--- src/hdl/timed_event_queue_unit_macros.svh ---
// Assertion macros for the timed event queue.
// Included by the top level; depends on nothing.
`ifndef TIMED_EVENT_QUEUE_UNIT_MACROS_SVH
`define TIMED_EVENT_QUEUE_UNIT_MACROS_SVH

// Condition that holds at every clock edge outside reset.
`define TEQ_ASSERT_ALWAYS(label, clk, rst, cond, msg) \
   label: assert property (@(posedge clk) disable iff (rst) (cond)) else $error(msg);

// Same-cycle implication.
`define TEQ_ASSERT_IMPLY(label, clk, rst, ante, cons, msg) \
   label: assert property (@(posedge clk) disable iff (rst) (ante) |-> (cons)) else $error(msg);

`endif

--- src/hdl/teq_pkg.sv ---
// Shared constants, types and helpers for the timed event queue.
// No dependencies.
package teq_pkg;

   localparam int QUEUE_SLOTS = 32;
   localparam int SLOT_W      = $clog2(QUEUE_SLOTS);
   localparam int BEAT_W      = 16;
   localparam int BYTE_W      = 8;
   localparam int EVENT_W     = BEAT_W + 4 * BYTE_W;

   typedef logic [SLOT_W-1:0] slot_type;

   typedef struct packed {
      logic [BEAT_W-1:0] beat;
      logic [BYTE_W-1:0] tick;
      logic [BYTE_W-1:0] command;
      logic [BYTE_W-1:0] data_one;
      logic [BYTE_W-1:0] data_two;
   } event_type;

   typedef enum logic [1:0] {
      OP_ENQUEUE = 2'd0,
      OP_DEQUEUE = 2'd1,
      OP_CLEAR   = 2'd2
   } op_type;

   typedef enum logic [6:0] {
      S_IDLE     = 7'b0000001,
      S_ENQ_FREE = 7'b0000010,
      S_ENQ_WALK = 7'b0000100,
      S_ENQ_INS  = 7'b0001000,
      S_ENQ_LINK = 7'b0010000,
      S_DEQ_READ = 7'b0100000,
      S_DONE     = 7'b1000000
   } state_type;

   // Link value of a slot in a freshly built free chain.
   function automatic slot_type free_link(input slot_type s);
      logic [SLOT_W:0] nxt;
      nxt = {1'b0, s} + 1'b1;
      if (nxt < (SLOT_W+1)'(QUEUE_SLOTS)) begin
         return nxt[SLOT_W-1:0];
      end
      return '0;
   endfunction

   // Time a is at or after time b.
   function automatic logic time_ge(input logic [BEAT_W-1:0] a_beat,
                                    input logic [BYTE_W-1:0] a_tick,
                                    input logic [BEAT_W-1:0] b_beat,
                                    input logic [BYTE_W-1:0] b_tick);
      return {a_beat, a_tick} >= {b_beat, b_tick};
   endfunction

endpackage

--- src/hdl/timed_event_queue_unit.sv ---
// Timed event queue: time-sorted linked list of MIDI events in two RAMs.
// Depends on teq_pkg, teq_ram and timed_event_queue_unit_macros.svh.
//
// Events are kept as a singly linked list sorted by {beat, tick} in an event
// RAM (48-bit words) and a link RAM (slot numbers), both with a registered
// read. Slot 0 is the null link; free slots sit on a LIFO free list.
// One request word is taken at a time and gives exactly one response word.
// Enqueue inserts ahead of the first event at an equal or later time (newest
// first among ties); ok is low when no slot is free. Dequeue returns the head
// event if the given time has reached it, otherwise ok low and zero fields.
// Clear rebuilds the free list and empties the queue: the link RAM has a
// valid bit per slot, and a slot without one reads as its free-chain default,
// so there is no clearing pass after reset either.
// Clear, an undefined op, an enqueue into a full queue and a dequeue from an
// empty one go straight to the response; a dequeue reads the head first; an
// enqueue pops the free list, walks the queue one link per cycle (at most
// QUEUE_SLOTS-2 queued events), writes the new link, and writes the
// predecessor's link as well when the new event does not become the head.
// A new request is taken the cycle after the response is loaded; the response
// register holds its word under stall while the next request is already in
// progress.
`include "timed_event_queue_unit_macros.svh"

module timed_event_queue_unit (
   input  logic                       clock,
   input  logic                       reset,
   // request channel
   input  logic                       req_valid,
   output logic                       req_stall,
   input  logic [1:0]                 req_operation,
   input  logic [teq_pkg::BEAT_W-1:0] req_beat,
   input  logic [teq_pkg::BYTE_W-1:0] req_tick,
   input  logic [teq_pkg::BYTE_W-1:0] req_command,
   input  logic [teq_pkg::BYTE_W-1:0] req_data_one,
   input  logic [teq_pkg::BYTE_W-1:0] req_data_two,
   // response channel
   output logic                       rsp_valid,
   input  logic                       rsp_stall,
   output logic                       rsp_ok,
   output logic [teq_pkg::BEAT_W-1:0] rsp_out_beat,
   output logic [teq_pkg::BYTE_W-1:0] rsp_out_tick,
   output logic [teq_pkg::BYTE_W-1:0] rsp_out_command,
   output logic [teq_pkg::BYTE_W-1:0] rsp_out_data_one,
   output logic [teq_pkg::BYTE_W-1:0] rsp_out_data_two
);

   import teq_pkg::*;

   // Sequencer and list pointers
   state_type state_ff, state_in;
   slot_type  queue_head_ff, queue_head_in;
   slot_type  free_head_ff, free_head_in;
   slot_type  slot_ff, slot_in;          // slot taken by the current enqueue
   slot_type  prev_ff, prev_in;          // walk: last event earlier than new one
   slot_type  ptr_ff, ptr_in;            // walk: event under test
   event_type ev_ff, ev_in;              // request word held for the walk

   // Pending result and the response register
   logic      res_ok_ff, res_ok_in;
   event_type res_ev_ff, res_ev_in;
   logic      rsp_valid_ff, rsp_valid_in;
   logic      rsp_ok_ff, rsp_ok_in;
   event_type rsp_ev_ff, rsp_ev_in;

   // Event RAM ports
   logic      evt_wr_en;
   slot_type  evt_wr_addr;
   event_type evt_wr_data;
   slot_type  evt_rd_addr;
   logic [EVENT_W-1:0] evt_rd_data;
   event_type rd_ev;

   // Link RAM ports; per-slot valid bits stand in for the free-chain reset
   logic      lnk_wr_en;
   slot_type  lnk_wr_addr;
   slot_type  lnk_wr_data;
   slot_type  lnk_rd_addr;
   slot_type  lnk_rd_data;
   logic      lnk_clear;
   logic [QUEUE_SLOTS-1:0] lnk_valid_ff, lnk_valid_in;
   logic      lnk_dflt_ff;               // read slot had no valid bit
   slot_type  lnk_dflt_val_ff;           // its free-chain default
   slot_type  lnk_rd_val;

   logic      req_accept;
   logic      rsp_free;

   assign req_stall  = (state_ff != S_IDLE);
   assign req_accept = req_valid && !req_stall;
   assign rsp_free   = !rsp_valid_ff || !rsp_stall;

   assign rd_ev      = event_type'(evt_rd_data);
   assign lnk_rd_val = lnk_dflt_ff ? lnk_dflt_val_ff : lnk_rd_data;

   teq_ram #(.WIDTH(EVENT_W), .DEPTH(QUEUE_SLOTS)) u_event_ram (
      .clock   (clock),
      .wr_en   (evt_wr_en),
      .wr_addr (evt_wr_addr),
      .wr_data (evt_wr_data),
      .rd_addr (evt_rd_addr),
      .rd_data (evt_rd_data)
   );

   teq_ram #(.WIDTH(SLOT_W), .DEPTH(QUEUE_SLOTS)) u_link_ram (
      .clock   (clock),
      .wr_en   (lnk_wr_en),
      .wr_addr (lnk_wr_addr),
      .wr_data (lnk_wr_data),
      .rd_addr (lnk_rd_addr),
      .rd_data (lnk_rd_data)
   );

   // Sequencer: one request at a time, one link visited per cycle
   always_comb begin
      state_in      = state_ff;
      queue_head_in = queue_head_ff;
      free_head_in  = free_head_ff;
      slot_in       = slot_ff;
      prev_in       = prev_ff;
      ptr_in        = ptr_ff;
      ev_in         = ev_ff;
      res_ok_in     = res_ok_ff;
      res_ev_in     = res_ev_ff;

      evt_wr_en     = 1'b0;
      evt_wr_addr   = free_head_ff;
      evt_wr_data   = ev_ff;
      evt_rd_addr   = ptr_ff;
      lnk_wr_en     = 1'b0;
      lnk_wr_addr   = slot_ff;
      lnk_wr_data   = ptr_ff;
      lnk_rd_addr   = ptr_ff;
      lnk_clear     = 1'b0;

      rsp_valid_in  = rsp_valid_ff && rsp_stall;
      rsp_ok_in     = rsp_ok_ff;
      rsp_ev_in     = rsp_ev_ff;

      case (state_ff)
         S_IDLE: begin
            if (req_accept) begin
               ev_in     = '{beat: req_beat, tick: req_tick, command: req_command,
                             data_one: req_data_one, data_two: req_data_two};
               res_ev_in = '0;
               res_ok_in = 1'b0;
               state_in  = S_DONE;
               case (op_type'(req_operation))
                  OP_ENQUEUE: begin
                     if (free_head_ff != '0) begin
                        // store the event in the free slot, fetch its link
                        evt_wr_en   = 1'b1;
                        evt_wr_addr = free_head_ff;
                        evt_wr_data = ev_in;
                        slot_in     = free_head_ff;
                        lnk_rd_addr = free_head_ff;
                        state_in    = S_ENQ_FREE;
                     end
                  end
                  OP_DEQUEUE: begin
                     if (queue_head_ff != '0) begin
                        evt_rd_addr = queue_head_ff;
                        lnk_rd_addr = queue_head_ff;
                        state_in    = S_DEQ_READ;
                     end
                  end
                  OP_CLEAR: begin
                     lnk_clear     = 1'b1;
                     free_head_in  = slot_type'(1);
                     queue_head_in = '0;
                     res_ok_in     = 1'b1;
                  end
                  default: begin
                     res_ok_in = 1'b0;
                  end
               endcase
            end
         end

         S_ENQ_FREE: begin
            // pop the free list, then start at the queue head
            free_head_in = lnk_rd_val;
            prev_in      = '0;
            ptr_in       = queue_head_ff;
            if (queue_head_ff == '0) begin
               state_in = S_ENQ_INS;
            end else begin
               evt_rd_addr = queue_head_ff;
               lnk_rd_addr = queue_head_ff;
               state_in    = S_ENQ_WALK;
            end
         end

         S_ENQ_WALK: begin
            if (time_ge(rd_ev.beat, rd_ev.tick, ev_ff.beat, ev_ff.tick)) begin
               state_in = S_ENQ_INS;
            end else begin
               prev_in = ptr_ff;
               ptr_in  = lnk_rd_val;
               if (lnk_rd_val == '0) begin
                  state_in = S_ENQ_INS;
               end else begin
                  evt_rd_addr = lnk_rd_val;
                  lnk_rd_addr = lnk_rd_val;
               end
            end
         end

         S_ENQ_INS: begin
            lnk_wr_en   = 1'b1;
            lnk_wr_addr = slot_ff;
            lnk_wr_data = ptr_ff;
            if (prev_ff == '0) begin
               queue_head_in = slot_ff;
               res_ok_in     = 1'b1;
               state_in      = S_DONE;
            end else begin
               state_in = S_ENQ_LINK;
            end
         end

         S_ENQ_LINK: begin
            lnk_wr_en   = 1'b1;
            lnk_wr_addr = prev_ff;
            lnk_wr_data = slot_ff;
            res_ok_in   = 1'b1;
            state_in    = S_DONE;
         end

         S_DEQ_READ: begin
            if (time_ge(ev_ff.beat, ev_ff.tick, rd_ev.beat, rd_ev.tick)) begin
               res_ok_in     = 1'b1;
               res_ev_in     = rd_ev;
               queue_head_in = lnk_rd_val;
               // push the head slot onto the free list
               lnk_wr_en     = 1'b1;
               lnk_wr_addr   = queue_head_ff;
               lnk_wr_data   = free_head_ff;
               free_head_in  = queue_head_ff;
            end
            state_in = S_DONE;
         end

         S_DONE: begin
            if (rsp_free) begin
               rsp_valid_in = 1'b1;
               rsp_ok_in    = res_ok_ff;
               rsp_ev_in    = res_ev_ff;
               state_in     = S_IDLE;
            end
         end

         default: begin
            state_in = S_IDLE;
         end
      endcase
   end

   // Link valid bits: cleared together, set by each write
   always_comb begin
      lnk_valid_in = lnk_valid_ff;
      if (lnk_clear) begin
         lnk_valid_in = '0;
      end else if (lnk_wr_en) begin
         lnk_valid_in[lnk_wr_addr] = 1'b1;
      end
   end

   always_ff @(posedge clock) begin
      if (reset) begin
         state_ff      <= S_IDLE;
         queue_head_ff <= '0;
         free_head_ff  <= slot_type'(1);
         lnk_valid_ff  <= '0;
         rsp_valid_ff  <= 1'b0;
      end else begin
         state_ff      <= state_in;
         queue_head_ff <= queue_head_in;
         free_head_ff  <= free_head_in;
         lnk_valid_ff  <= lnk_valid_in;
         rsp_valid_ff  <= rsp_valid_in;
      end
   end

   always_ff @(posedge clock) begin
      slot_ff         <= slot_in;
      prev_ff         <= prev_in;
      ptr_ff          <= ptr_in;
      ev_ff           <= ev_in;
      res_ok_ff       <= res_ok_in;
      res_ev_ff       <= res_ev_in;
      rsp_ok_ff       <= rsp_ok_in;
      rsp_ev_ff       <= rsp_ev_in;
      lnk_dflt_ff     <= !lnk_valid_ff[lnk_rd_addr];
      lnk_dflt_val_ff <= free_link(lnk_rd_addr);
   end

   assign rsp_valid        = rsp_valid_ff;
   assign rsp_ok           = rsp_ok_ff;
   assign rsp_out_beat     = rsp_ev_ff.beat;
   assign rsp_out_tick     = rsp_ev_ff.tick;
   assign rsp_out_command  = rsp_ev_ff.command;
   assign rsp_out_data_one = rsp_ev_ff.data_one;
   assign rsp_out_data_two = rsp_ev_ff.data_two;

   // Checks

   // a response without ok carries no event
   `TEQ_ASSERT_IMPLY(a_nok_zero, clock, reset, rsp_valid_ff && !rsp_ok_ff, rsp_ev_ff == '0, "response without ok carries event data")

   // queue and free list never share their first slot
   `TEQ_ASSERT_IMPLY(a_lists_apart, clock, reset, queue_head_ff != '0, queue_head_ff != free_head_ff, "queue head is also on the free list")

   // the walk only visits queued slots, never the one being inserted
   `TEQ_ASSERT_IMPLY(a_walk_ptr, clock, reset, state_ff == S_ENQ_WALK, (ptr_ff != '0) && (ptr_ff != slot_ff), "walk pointer is null or the new slot")

endmodule

--- src/hdl/teq_ram.sv ---
// Generic single-port-write, single-port-read RAM with registered read.
// No dependencies.
module teq_ram #(
   parameter int WIDTH = 8,
   parameter int DEPTH = 32
) (
   input  logic                     clock,
   input  logic                     wr_en,
   input  logic [$clog2(DEPTH)-1:0] wr_addr,
   input  logic [WIDTH-1:0]         wr_data,
   input  logic [$clog2(DEPTH)-1:0] rd_addr,
   output logic [WIDTH-1:0]         rd_data
);

   logic [WIDTH-1:0] mem_ff [DEPTH];
   logic [WIDTH-1:0] rd_data_ff;

   always_ff @(posedge clock) begin
      if (wr_en) begin
         mem_ff[wr_addr] <= wr_data;
      end
      rd_data_ff <= mem_ff[rd_addr];
   end

   assign rd_data = rd_data_ff;

endmodule
--- config.mk ---
export PLATFORM = sky130hd
export DESIGN_NAME = timed_event_queue_unit
export DESIGN_NICKNAME = d
export VERILOG_FILES = /design/src/hdl/teq_pkg.sv /design/src/hdl/timed_event_queue_unit.sv /design/src/hdl/teq_ram.sv
export VERILOG_INCLUDE_DIRS = /design/src /design/src/hdl
export SDC_FILE = /design/constraint.sdc
export NUM_CORES = 2
export LEC_CHECK = 0
export BUFFER_PORTS_ARGS = -buffer_cell sky130_fd_sc_hd__buf_2
export CAP_MARGIN = 10
export CORE_AREA = 2 2 407 308
export DETAILED_ROUTE_END_ITERATION = 10
export DIE_AREA = 0 0 409 310
export PLACE_DENSITY = 0.74
export SYNTH_ARGS = -nofsm -noshare
export SYNTH_HDL_FRONTEND = slang
export SYNTH_SLANG_ARGS = --single-unit
export TNS_END_PERCENT = 5
--- constraint.sdc ---
create_clock -name clock -period 5 [get_ports clock]
set_input_delay 1 -clock clock [delete_from_list [all_inputs] [get_ports clock]]
set_output_delay 1 -clock clock [all_outputs]
set_load 0.01 [all_outputs]
# Word-level counts from Yosys, hierarchy flattened
# Memory sizes are Yosys's and may differ from the RTL's. A register that Yosys moved wholly into a read port is not among the register bits.
# Cells that the tools add are included.
totals:
  out_inout_bits: 51
  mem_count: 2
  register_bits: 217
  in_bits: 54
  mem_bits_rw: 1696
classes:
  muxes: 71
  reduce_logical: 31
  n_eq_ne: 17
  bitwise_logic: 1
  n_addsub: 1
  magnitude_cmp: 6
memory_table:
  columns: ["memory", "words", "word_bits", "rd", "rd_ports_with_merged_regs", "write_ports", "line_no", "rtl"]
  rows:
  - ["u_event_ram.mem_ff", 32, 48, 1, 1, 1, "teq_ram.sv:15", "logic [WIDTH-1:0] mem_ff [DEPTH];"]
  - ["u_link_ram.mem_ff", 32, 5, 1, 1, 1, "teq_ram.sv:15", null]
ops:
  columns: ["operator", "count"]
  rows:
  - ["48-bit two-way mux", 6]
  - ["5-bit two-way mux", 21]
  - ["48-bit one-hot mux with 2 select lines", 1]
  - ["5-bit one-hot mux with 3 select lines", 4]
  - ["5-bit one-hot mux with 2 select lines", 5]
  - ["7-bit two-way mux", 7]
  - ["24-bit greater-or-equal comparator", 2]
  - ["7-bit one-hot mux with 6 select lines", 1]
  - ["32-bit bitwise OR", 1]
  - ["1-bit two-way mux", 20]
  - ["5-bit logical NOT", 3]
  - ["7-bit one-hot mux with 2 select lines", 1]
  - ["5-bit by 6-bit less-than comparator with 1-bit output (second input constant)", 2]
  - ["4-bit AND reduction", 3]
  - ["2-bit inequality test (second input constant)", 5]
  - ["5-bit nonzero test", 2]
  - ["7-bit by 1-bit equality test with 1-bit output (second input constant)", 1]
  - ["7-bit by 2-bit equality test with 1-bit output (second input constant)", 1]
  - ["7-bit by 3-bit equality test with 1-bit output (second input constant)", 1]
  - ["7-bit by 4-bit equality test with 1-bit output (second input constant)", 1]
  - ["7-bit by 5-bit equality test with 1-bit output (second input constant)", 1]
  - ["7-bit by 6-bit equality test with 1-bit output (second input constant)", 1]
  - ["7-bit equality test (second input constant)", 1]
  - ["7-bit by 1-bit inequality test with 1-bit output (second input constant)", 1]
  - ["23 further kinds", 35]

# Longest topological paths before layout
logic_depth:
  ltp_word: 8
  mapped_depth: 17
  depth_no_buf: 13

# Modules after synthesis
# A second synthesis with hierarchy kept.
unflattened:
  hier_cells: 4470
  hier_area_um2: 76813.7
modules_own_cells:
  columns: ["module", "cells_per_inst", "n_inst", "area_each_um2"]
  rows:
  - ["teq_ram (u_event_ram)", 3364, 1, 60724.5]
  - ["timed_event_queue_unit", 829, 1, 9744.3]
  - ["teq_ram (u_link_ram)", 277, 1, 6344.8]

# Worst setup path after synthesis
# Ideal clock, no wire load.
synth_timing:
  path_kind: "register to register"
  startpoint: "reg ev_ff[46] (netlist name)"
  endpoint: "reg res_ev_ff[0] (netlist name) (enable)"
  path_slack_ps: 481
  path_buffers: 0
  t_arrival_ps: 4050
  stages_incl_launch_ff: 8
  period_less_slack_ps: 4519
  setup_ps: 469
  path_cell_list: "edfxtp_1 ha_1 nand4_2 nor4_2 o311ai_1 nand3_1 nor3_1 a21oi_1"
synth_between:
  elab_chain_len: 3
synth_rtl:
  columns: ["item", "line_no", "rtl"]
  rows:
  - ["start: declaration", "timed_event_queue_unit.sv:56", "event_type ev_ff, ev_in;"]
  - ["start signal: assignment", "timed_event_queue_unit.sv:288", "ev_ff <= ev_in;"]
  - ["24-bit greater-or-equal comparator", "teq_pkg.sv:52", "return {a_beat, a_tick} >= {b_beat, b_tick};"]
  - ["2-bit inequality test (no line)", null, null]
  - ["3-bit AND reduction (no line)", null, null]
  - ["end signal: assignment", "timed_event_queue_unit.sv:290", "res_ev_ff <= res_ev_in;"]
  - ["end: declaration", "timed_event_queue_unit.sv:60", "event_type res_ev_ff, res_ev_in;"]
# No other way between the ends.
# A chain may end at the register's enable or synchronous reset.

# Worst setup path after layout
layout_timing:
  startpoint: "reg ev_ff[39] (netlist name)"
  endpoint: "reg u_event_ram.rd_data_ff[6] (netlist: u_event_ram.rd_data[6]), read port of u_event_ram.mem_ff"
layout_between:
  elab_chain_len: 3
layout_rtl:
  columns: ["item", "line_no", "rtl"]
  rows:
  - ["24-bit greater-or-equal comparator", "teq_pkg.sv:52", null]
  - ["5-bit two-way mux", "timed_event_queue_unit.sv:194", "if (time_ge(rd_ev.beat, rd_ev.tick, ev_ff.beat, ev_ff.tick)) begin"]
  - ["5-bit one-hot mux with 3 select lines", "timed_event_queue_unit.sv:139", "case (state_ff)"]
  - ["end: declaration", "teq_ram.sv:16", "logic [WIDTH-1:0] rd_data_ff;"]
# No other way between the ends.

==> qor.csv <==
stage;metric;value;unit
synth;Gate Count Post-Synth;4551;
routing;routed vias/inst;6.59;
cells_and_area;most common cell after layout, fill and taps aside;edfxtp_1;
setup_path;reg2reg start;ev_ff[39]$_DFFE_PP_;
routing;vias;44100;
setup_path;worst reg2reg path depth;14;
sta;final setup margin;0.140;ns
setup_path;Arr. time, crit path;5.49;ns
hold_path;Hold Crit Depth;1;
clock_network;CTS tree;built;
run_status;status;complete, no violations;
sta;hold slack;0.382;ns
setup_path;crit-path max FO;24;
global_route;global route overflow;0;
power;Tot Pwr;35.8;mW
cells_and_area;multi-input gate area in the final layout;17100;um^2
floorplan;Initial Utilization;0.616;
global_route;pin count of the biggest net entering global routing;105;
setup_path;Worst EP required;5.63;ns
cells_and_area;final instance area;86000;um^2
sta;fmax;206;MHz
hold_path;hold path start;req_tick[0];
clock_network;clock tree buffer depth;3;
floorplan;Chip Height;310;um
clock_network;CTS Buf Count;179;
cells_and_area;Final nets;4960;
clock_network;H-tree levels;4;
routing;# DRC;0;
sta;period utilization;0.972;
synth;Seq/Total Area, Yosys;0.764;
routing;Detailed Route Iter0 Violations;6772;
routing;antenna viol nets, final;0;
sta;final setup fails;0;
power;pwr dens;417;nW/um^2
sta;RSZ-0062 raised after global routing;false;
sta;Tmin final;4.86;ns
global_route;Total Routing Usage GR;0.317;
global_route;first-pass GRT wire length;288;mm
floorplan;Die X;409;um
setup_path;R2R Path End;u_event_ram.rd_data[6]$_DFF_P_;
hold_path;Min-Delay Path Class;primary input to flip-flop;
hold_path;Worst Hold End;ev_ff[24]$_DFFE_PP_;
clock_network;worst skew pair latency;0.81;ns
cells_and_area;layout cell share with drive strength beyond 1;0.157;
synth;Synth Flop Type;edfxtp_1;
clock_network;Reg clk slew, reported paths;0.06;ns
cells_and_area;area grow syn2layout;13.5;%
setup_path;Setup CP Type;flip-flop to flip-flop;
sta;Worst slew margin;0.191;
sta;Worst-Margin Slew;1.21;ns
synth;post-synthesis register bit count;1966;
clock_network;CTS sink cnt;1966;
cells_and_area;sequential cell area;57900;um^2
sta;max-slew violation count;0;
placement;DP Cell Count;6353;
cells_and_area;final non-filler cell total;6682;
floorplan;I/O pins;105;
routing;drt total wl;201;mm
sta;endpoints failing hold;0;
cells_and_area;most frequent cells in the layout;1857 x edfxtp_1, 532 x nand2_1, 508 x mux2i_1;
synth;syn_area_per_cell;16.7;um^2
synth;synth unique cells;78;
clock_network;CTS Hold Bufs;0;
setup_path;reg2reg setup slack;0.14;ns
floorplan;Die Area;127000;um^2
placement;detailed placement HPWL;114;mm
clock_network;CTS root buf;clkbuf_16;
synth;Async SR Flop Fraction;0;
cells_and_area;Fillers;7724;
synth;Cell Area, Synth;75800;um^2
setup_path;Worst setup EP type;flip-flop;
placement;Final GP Congestion;0.919;
floorplan;Core Area;123000;um^2
synth;Post-synth EDFFs;1857;
global_route;initial antenna violation count;1;
cells_and_area;Layout Utilization;0.698;
run;Max-Cap Viols;0;
placement;placed inst area;80300;um^2
sta;Post-Route Setup TNS;0;ns
placement;Setup WS pre-CTS;0.264;ns
routing;DR WL/cell;30.1;um
sta;clk_skew;0.0252;ns
setup_path;Worst setup SP type;flip-flop;
routing;Initial DRT Pass Iterations;7;
synth;Ys Warns;0;
floorplan;# rows;112;
power;Peak VDD IR;338;uV
global_route;number of global-route vias before repair;42100;
placement;port bufs;104;
power;cell leakage power;30.4;nW
==> sequential cells by signal, indices dropped and copies added, names as in the netlist, 7 cells and up <==
register,count
lnk_valid_ff,32
rsp_out_data_one,8
ev_ff,48
rsp_out_data_two,8
state_ff,7
res_ev_ff,48
u_event_ram.rd_data,48
u_event_ram.mem_ff,1536
rsp_out_beat,16
rsp_out_tick,8
u_link_ram.mem_ff,160
rsp_out_command,8
==> Yosys cell counts, drive strengths merged, types with 60 or more instances <==
library cell | n | area [um^2]
edfxtp | 1857 | 55800
nand2 | 534 | 2010
mux2i | 508 | 5080
nand3 | 261 | 1330
o22ai | 197 | 1230
nor2 | 151 | 577
buf | 144 | 836
dfxtp | 109 | 2180
clkbuf | 103 | 387
mux4 | 96 | 2160
a22oi | 76 | 571
nand4 | 60 | 382
==> routing by layer <==
metal | wire [um] | up-vias | global-route usage
met2 | 89500 | 3095 | 0.467
met5 | 0 | - | 0
li1 | - | 18400 | -
met1 | 77800 | 22100 | 0.468
met4 | 6570 | 0 | 0.108
met3 | 27500 | 433 | 0.0802
==> report_power, final <==
part	switching [mW]	leakage, nW	internal [mW]
clock network	5.85	2.79	7.59
logic	2.44	9.93	1.07
registers	0.167	17.7	18.7
==> logic make-up after synthesis <==
logic type | share of synthesized area
mux | 0.0978
flops | 0.764
other cells | 0.0000495
simple gates | 0.0679
compound gates | 0.0475
buf+inv | 0.0183
xor+xnor | 0.000116
fa+ha+maj | 0.00413
==> area by class of cell <==
type,count,area share
flip-flops and latches,1966,0.673
multi-input cells,2342,0.199
clock buffers,250,0.0576
repair buffers,349,0.0354
well taps,1653,0.0240
clock inverters,78,0.00881
inverters,43,0.00193
diodes,1,0.0000291
==> repair_timing <==
action / in CTS / in global routing
resized for setup: 0 / 1
buffers inserted: 0 / 0
endpoints found under the setup margin: 0 / 1
endpoints found under the hold margin: 0 / 0
==> worst max-delay path, cell delays in order, from the launching register on <==
cell and delay, ns:
edfxtp_1 0.39, ha_1 0.34, a21oi_1 0.14, o21ai_0 0.18, a221oi_1 0.56, nand3_1 0.50
a222oi_1 0.42, buf_4 0.21, nand2_8 0.22, buf_12 0.29, mux2i_1 0.19, o22ai_1 0.12
o41ai_1 0.66, buf_4 0.22, nand4_1 0.19
==> how the worst max path moves through the flow <==
| stage | from | endpoint | slack, ns | cells past startpoint |
|---|---|---|---|---|
| CTS | ev_ff[39]$_DFFE_PP_ | u_event_ram.rd_data[6]$_DFF_P_ | 0.12 | 13 |
| global placement | ev_ff[39]$_DFFE_PP_ | u_event_ram.rd_data[16]$_DFF_P_ | 0.29 | 13 |
| global route | ev_ff[39]$_DFFE_PP_ | u_link_ram.mem_ff[22][2]$_DFFE_PP_ | 0.10 | 11 |
| detailed placement | ev_ff[39]$_DFFE_PP_ | u_event_ram.rd_data[6]$_DFF_P_ | 0.26 | 13 |
| floorplan | ev_ff[46]$_DFFE_PP_ | res_ev_ff[0]$_SDFFCE_PN0P_ | 0.48 | 7 |
| finish | ev_ff[39]$_DFFE_PP_ | u_event_ram.rd_data[6]$_DFF_P_ | 0.14 | 14 |
Note: power is estimated with default switching activity, not from simulation.
